File: src/rtl/core/assert_macros.svh
// assertion macros shared by the rotation to euler angle core
// no dependencies, clock and reset names follow the core port names
`ifndef ASSERT_MACROS_SVH
`define ASSERT_MACROS_SVH

// checked outside reset
`define R2E_ASSERT(lbl, prop, msg) \
  lbl: assert property (@(posedge clk_i) disable iff (!rst_ni) prop) else $error(msg);

// checked at every rising clock edge, reset included
`define R2E_ASSERT_ALWAYS(lbl, prop, msg) \
  lbl: assert property (@(posedge clk_i) prop) else $error(msg);

`endif

File: src/rtl/core/r2e_pkg.sv
// shared types, constants and the arctangent table of the euler angle core
// no dependencies
package r2e_pkg;

  localparam int DataW       = 16;
  localparam int LaneW       = 48;
  localparam int AngW        = 35;
  localparam int SqW         = 60;
  localparam int SqrtSteps   = 30;
  localparam int CordicSteps = 16;
  localparam int ThrW        = 15;
  localparam int PoleW       = 2;

  localparam logic [PoleW-1:0] PoleRegular = 2'd0;
  localparam logic [PoleW-1:0] PoleNorth   = 2'd1;
  localparam logic [PoleW-1:0] PoleSouth   = 2'd2;

  localparam logic [ThrW-1:0]        ThrReset = 15'd16351;
  localparam logic signed [AngW-1:0] PiAng    = 35'sd3373259426;
  localparam logic signed [15:0]     AngLim   = 16'sd25736;
  localparam logic signed [14:0]     PitchLim = 15'sd12868;
  localparam logic [5:0]             SqrtTop  = 6'd58;

  typedef struct packed {
    logic signed [LaneW-1:0] x;
    logic signed [LaneW-1:0] y;
  } vec_t;

  typedef struct packed {
    logic             valid;
    logic [PoleW-1:0] pole;
    vec_t             roll;
    vec_t             yaw;
    logic signed [DataW-1:0] s;
    logic [SqW-1:0]   v;
    logic [SqW-1:0]   r;
  } sqrt_word_t;

  typedef struct packed {
    logic signed [LaneW-1:0] x;
    logic signed [LaneW-1:0] y;
    logic signed [AngW-1:0]  z;
    logic                    zero;
  } lane_t;

  typedef struct packed {
    logic             valid;
    logic [PoleW-1:0] pole;
    lane_t            roll;
    lane_t            pitch;
    lane_t            yaw;
  } cordic_word_t;

  typedef struct packed {
    logic [PoleW-1:0]  pole;
    logic signed [15:0] roll;
    logic signed [14:0] pitch;
    logic signed [15:0] yaw;
  } out_t;

  // atan(2^-i) in units of 2^-30 rad
  function automatic logic signed [AngW-1:0] atan_rom(logic [3:0] i);
    logic signed [AngW-1:0] a;
    case (i)
      4'd0:    a = 35'sd843314857;
      4'd1:    a = 35'sd497837829;
      4'd2:    a = 35'sd263043837;
      4'd3:    a = 35'sd133525159;
      4'd4:    a = 35'sd67021688;
      4'd5:    a = 35'sd33543516;
      4'd6:    a = 35'sd16775851;
      4'd7:    a = 35'sd8388437;
      4'd8:    a = 35'sd4194283;
      4'd9:    a = 35'sd2097149;
      4'd10:   a = 35'sd1048576;
      4'd11:   a = 35'sd524288;
      4'd12:   a = 35'sd262144;
      4'd13:   a = 35'sd131072;
      4'd14:   a = 35'sd65536;
      default: a = 35'sd32768;
    endcase
    return a;
  endfunction

  // fold the left half plane onto the right one
  function automatic lane_t lane_init(vec_t v);
    lane_t l;
    l.zero = (v.x == '0) && (v.y == '0);
    l.x    = v.x;
    l.y    = v.y;
    l.z    = '0;
    if (v.x < 0) begin
      l.z = (v.y >= 0) ? PiAng : -PiAng;
      l.x = -v.x;
      l.y = -v.y;
    end
    return l;
  endfunction

endpackage

File: src/rtl/core/r2e_cordic_cell.sv
// one vectoring micro-rotation for the three angle lanes
// depends on r2e_pkg
module r2e_cordic_cell (
  input  logic                  clk_i,
  input  logic                  rst_ni,
  input  logic                  en_i,
  input  logic [3:0]            step_i,
  input  r2e_pkg::cordic_word_t word_i,
  output r2e_pkg::cordic_word_t word_o
);
  import r2e_pkg::*;

  cordic_word_t word_d;
  cordic_word_t pay_q;
  logic         valid_q;

  function automatic lane_t rotate(lane_t l, logic [3:0] k);
    lane_t                   n;
    logic signed [LaneW-1:0] dx;
    logic signed [LaneW-1:0] dy;
    n  = l;
    dx = l.y >>> k;
    dy = l.x >>> k;
    if (l.y >= 0) begin
      n.x = l.x + dx;
      n.y = l.y - dy;
      n.z = l.z + atan_rom(k);
    end else begin
      n.x = l.x - dx;
      n.y = l.y + dy;
      n.z = l.z - atan_rom(k);
    end
    return n;
  endfunction

  always_comb begin
    word_d       = word_i;
    word_d.roll  = rotate(word_i.roll, step_i);
    word_d.pitch = rotate(word_i.pitch, step_i);
    word_d.yaw   = rotate(word_i.yaw, step_i);
  end

  always_ff @(posedge clk_i or negedge rst_ni) begin
    if (!rst_ni) begin
      valid_q <= 1'b0;
    end else if (en_i) begin
      valid_q <= word_i.valid;
    end
  end

  always_ff @(posedge clk_i) begin
    if (en_i) begin
      pay_q <= word_d;
    end
  end

  always_comb begin
    word_o       = pay_q;
    word_o.valid = valid_q;
  end

endmodule

File: config.mk
export PLATFORM = sky130hd
export DESIGN_NAME = r2e_cordic_cell
export DESIGN_NICKNAME = d
export VERILOG_FILES = /design/src/rtl/core/assert_macros.svh /design/src/rtl/core/r2e_pkg.sv /design/src/rtl/core/r2e_cordic_cell.sv
export SDC_FILE = /design/constraint.sdc
export NUM_CORES = 2
export LEC_CHECK = 0
export ABC_CLOCK_PERIOD_IN_PS = 2100
export BUFFER_PORTS_ARGS = -buffer_cell sky130_fd_sc_hd__buf_2
export CORE_ASPECT_RATIO = 1.25
export CORE_UTILIZATION = 50
export DETAILED_ROUTE_END_ITERATION = 16
export PLACE_DENSITY_LB_ADDON = 0.25
export SKIP_CTS_REPAIR_TIMING = 1
export SLEW_MARGIN = 10
export SYNTH_ARGS = -nofsm -noshare
export SYNTH_HDL_FRONTEND = slang
export SYNTH_SLANG_ARGS = --single-unit
export TNS_END_PERCENT = 100
File: constraint.sdc
create_clock -name clk_i -period 2.1 [get_ports clk_i]
set_input_delay 0.21 -clock clk_i [delete_from_list [all_inputs] [get_ports clk_i]]
set_output_delay 0.21 -clock clk_i [all_outputs]
set_load 0.03 [all_outputs]
==> metrics.yaml <==
timing:
  fin_hold_ws_ns: -0.008832
  tns_ns: -841.90
  fin_crit_sh: 2.521
  tightest_slew_ns: 0.7337
  clock_skew_ns: 0
  hold_violations: 2
  setup_viol: 381
  post-route-min-period_ns: 5.294
  fmax_mhz: 188.9
  rsz0062_at_grt: "true"
  fin_ws_ns: -3.194
  drv_slew: 0
  slew_headroom: 0.5109
logic_synthesis:
  synth-seq-area-share: 0.2159
  synthCells: 5942
  synthDistinctLibCells: 99
  syn_area_per_cell_um2: 9.335
  yosysWarnings: 0
  yosysTopAreaCell: "edfxtp_1"
  synth_commonest_cells: "nand2_1 (607), ha_1 (450), a21oi_1 (442)"
  synth_edf_count: 398
  netlist_area_mm2: 0.05547
  synth_most_common_cell: "nand2_1"
  async_flop_share: 0.002506
  synth_top_area_frac: 0.2155
  synthFlopType: "edfxtp_1"
  synthesis.nets: 6807
  ys_seq_elements: 399
  ys_top_cells_by_area: "edfxtp_1 (22%), mux4_2 (15%), ha_1 (10%), xnor2_1 (6.3%), nand2_1 (4.1%)"
power_and_ir_drop:
  p_int_uw: 37160
  pwr_density_cell_mw_per_mm2: 753.6
  seqPwrFrac: 0.194
  leakagePower_uw: 0.04010
  power.switching_uw: 29180
  ir_drop_v: 0.0008903
  switching_share: 0.4399
  clkPwrFrac: 0.126
  combPwrFrac: 0.680
final_layout:
  syn2layout_area_growth_pct: 58.70
  nFillCells: 7195
  multi_input_area_mm2: 0.04621
  regArea_mm2: 0.01198
  drive_gt1_frac: 0.5235
  nets: 10090
  fin_area_mm2: 0.08803
die:
  ios: 805
  die-area_mm2: 0.1123
  core-area_mm2: 0.1099
  row_count: 136
  die_h_um: 374.4
  die_width_um: 299.9
  initial_core_util: 0.5046
drt:
  drc_errors: 0
  drt_iter0_markers: 6287
  ant_nets: 0
  drt-total-wl_um: 266100
  drt-vias-per-instance: 6.173
  vias: 66510
  wire_per_inst_um: 24.70
  drtPass1Iterations: 8
placed_design:
  gp_congestion: 1.042
  dpl.hpwl_um: 209700
  postPlaceCellArea_mm2: 0.08133
  numPortBuffers: 804
  post-place-ws_ns: -3.899
setup_path:
  worstSetupEndpointType: "flip-flop"
  cp_max_fo: 8
  critPathRequiredTime_ns: 2.50
  reg2reg_slack_ns: 1.33
  crit_slowest_cell: "mux4_2"
  critPathLaunchType: "input port"
  cp_slowest_stage_delay_ns: 0.53
  reg2reg_from: "valid_q$_DFFE_PN0P_"
  crit_start: "step_i[0]"
  critical_path_buf_inv_count: 8
  critical_path.top_delay_family: "simple AND/OR/NAND/NOR gates"
  critPathKind: "input port to flip-flop"
  r2r_end: "valid_q$_DFFE_PN0P_"
  reg2reg_depth: 1
  cp.arrival_ns: 5.69
global_route:
  grt-ovfl-total: 0
  grt_pass1_wl_um: 372300
  grt_pass1_vias: 64710
  grt_max_degree: 130
  grt_usage: 0.4320
  antenna_found_initial: 63
clock_network:
  h-tree-depth: 2
  clk_latency_ns: 0.67
  cts_buffers: 44
  clockBufferDepth: 3
  cts-root-buf: "clkbuf_16"
  cts.clk_slew.worst_paths_ns: 0.06
  cts_tree: "yes"
  clock-sinks: 399
run:
  cap_violations: 0
min_path:
  hold_start: "word_i[299]"
  worstHoldEndpoint: "word_o[299]$_DFFE_PP_"
  hp-class: "input port to flip-flop"
  min_path_cells: 3
run_status:
  status: "finished with violations"
  violations: "negative hold slack, negative setup slack"
cell families after synthesis:
| family | Yosys count | synth area share |
|---|---|---|
| multiplexers | 646 | 0.2032 |
| flip-flops | 399 | 0.2159 |
| AND/OR/NAND/NOR | 1671 | 0.1451 |
| AO/OA/AOI/OAI | 1680 | 0.1916 |
| XOR/XNOR | 650 | 0.1026 |
| buffers and inverters | 437 | 0.03690 |
| adder cells (fa/ha/maj) | 459 | 0.1048 |
power by group through the flow:
| stage | logic, uW | registers (uW) | clock network (uW) |
|---|---|---|---|
| 4_1_cts | 41100 | 12800 | 8380 |
| 5_1_grt | 47400 | 13000 | 8700 |
| 3_5_place_dp | 40800 | 12900 | 0 |
| 3_3_place_gp | 40200 | 12900 | 0 |
| 2_1_floorplan | 17900 | 17400 | 0 |
| 6_report | 45100 | 12900 | 8390 |
tightest hold or removal path, delay by kind of cell:
family / cells / cell delay [ns]
buffers and inverters: 1 / 0.08
xor gates and xnor gates: 2 / 0.25
metal layers:
metal / vias to the layer above / share of wire / GRT usage
met5: - / 0.00045 / 0
met4: 18 / 0.11 / 0.3713
met3: 1367 / 0.090 / 0.08391
met2: 3915 / 0.47 / 0.7336
met1: 31810 / 0.33 / 0.4582
li1: 29390 / - / -
layout by cell type, fill, tap and decap left out, types with 51 or more instances in the layout:
master     netlist  final
o21a_1          59     58
edfxtp_1       398    398
a21o_1         224    222
o21bai_1        65     58
a21oi_1        442    317
a31oi_1         67     51
nand3_1        169    142
nand4_1         74     74
mux4_2         361    367
nor3_1          71     52
xnor2_1        400    367
mux2_2         113     99
o21ai_1          7     99
a21oi_2          0    113
o21ai_0        435    262
xor2_1         250    236
buf_4           23   2583
diode_2          0     67
buf_2           65    796
mux2i_1        163    148
nand2_1        607    574
o21ai_2          0     68
clkbuf_16        0     55
buf_6           27     79
nor2b_1         55     53
ha_1           450    405
nor2_1         328    284
nand2b_1        83     77
inv_1          124    115
registers in the layout (all words and copies together), names as in the netlist:
name,cells
word_o,398
valid_q,1
stage by stage:
stage            util  total power [uW]  std cells
2_1_floorplan       -             35330       5942
3_3_place_gp   0.7399             53080      10450
3_5_place_dp   0.7399             53720      10450
4_1_cts        0.7536             62320      10530
5_1_grt        0.8004             69060      10750
6_report       0.8008             66340      10770
cell type report:
class,instances,share of cell area
clock inverters,36,0.004506
repair buffers,3539,0.2935
diodes,67,0.001905
inverters,131,0.005955
well taps,1449,0.02059
multi-input cells,5106,0.5249
flip-flops and latches,399,0.1360
clock buffers,46,0.01259
worst max path at each step:
stage	end	cells after the start
after floorplan	word_o[35]$_DFFE_PP_	35
after global placement	word_o[260]$_DFFE_PP_	24
after detailed placement	word_o[83]$_DFFE_PP_	24
after CTS	word_o[83]$_DFFE_PP_	24
after global routing	word_o[131]$_DFFE_PP_	25
final	word_o[215]$_DFFE_PP_	26
No activity file was read; power rests on OpenSTA's default activity.
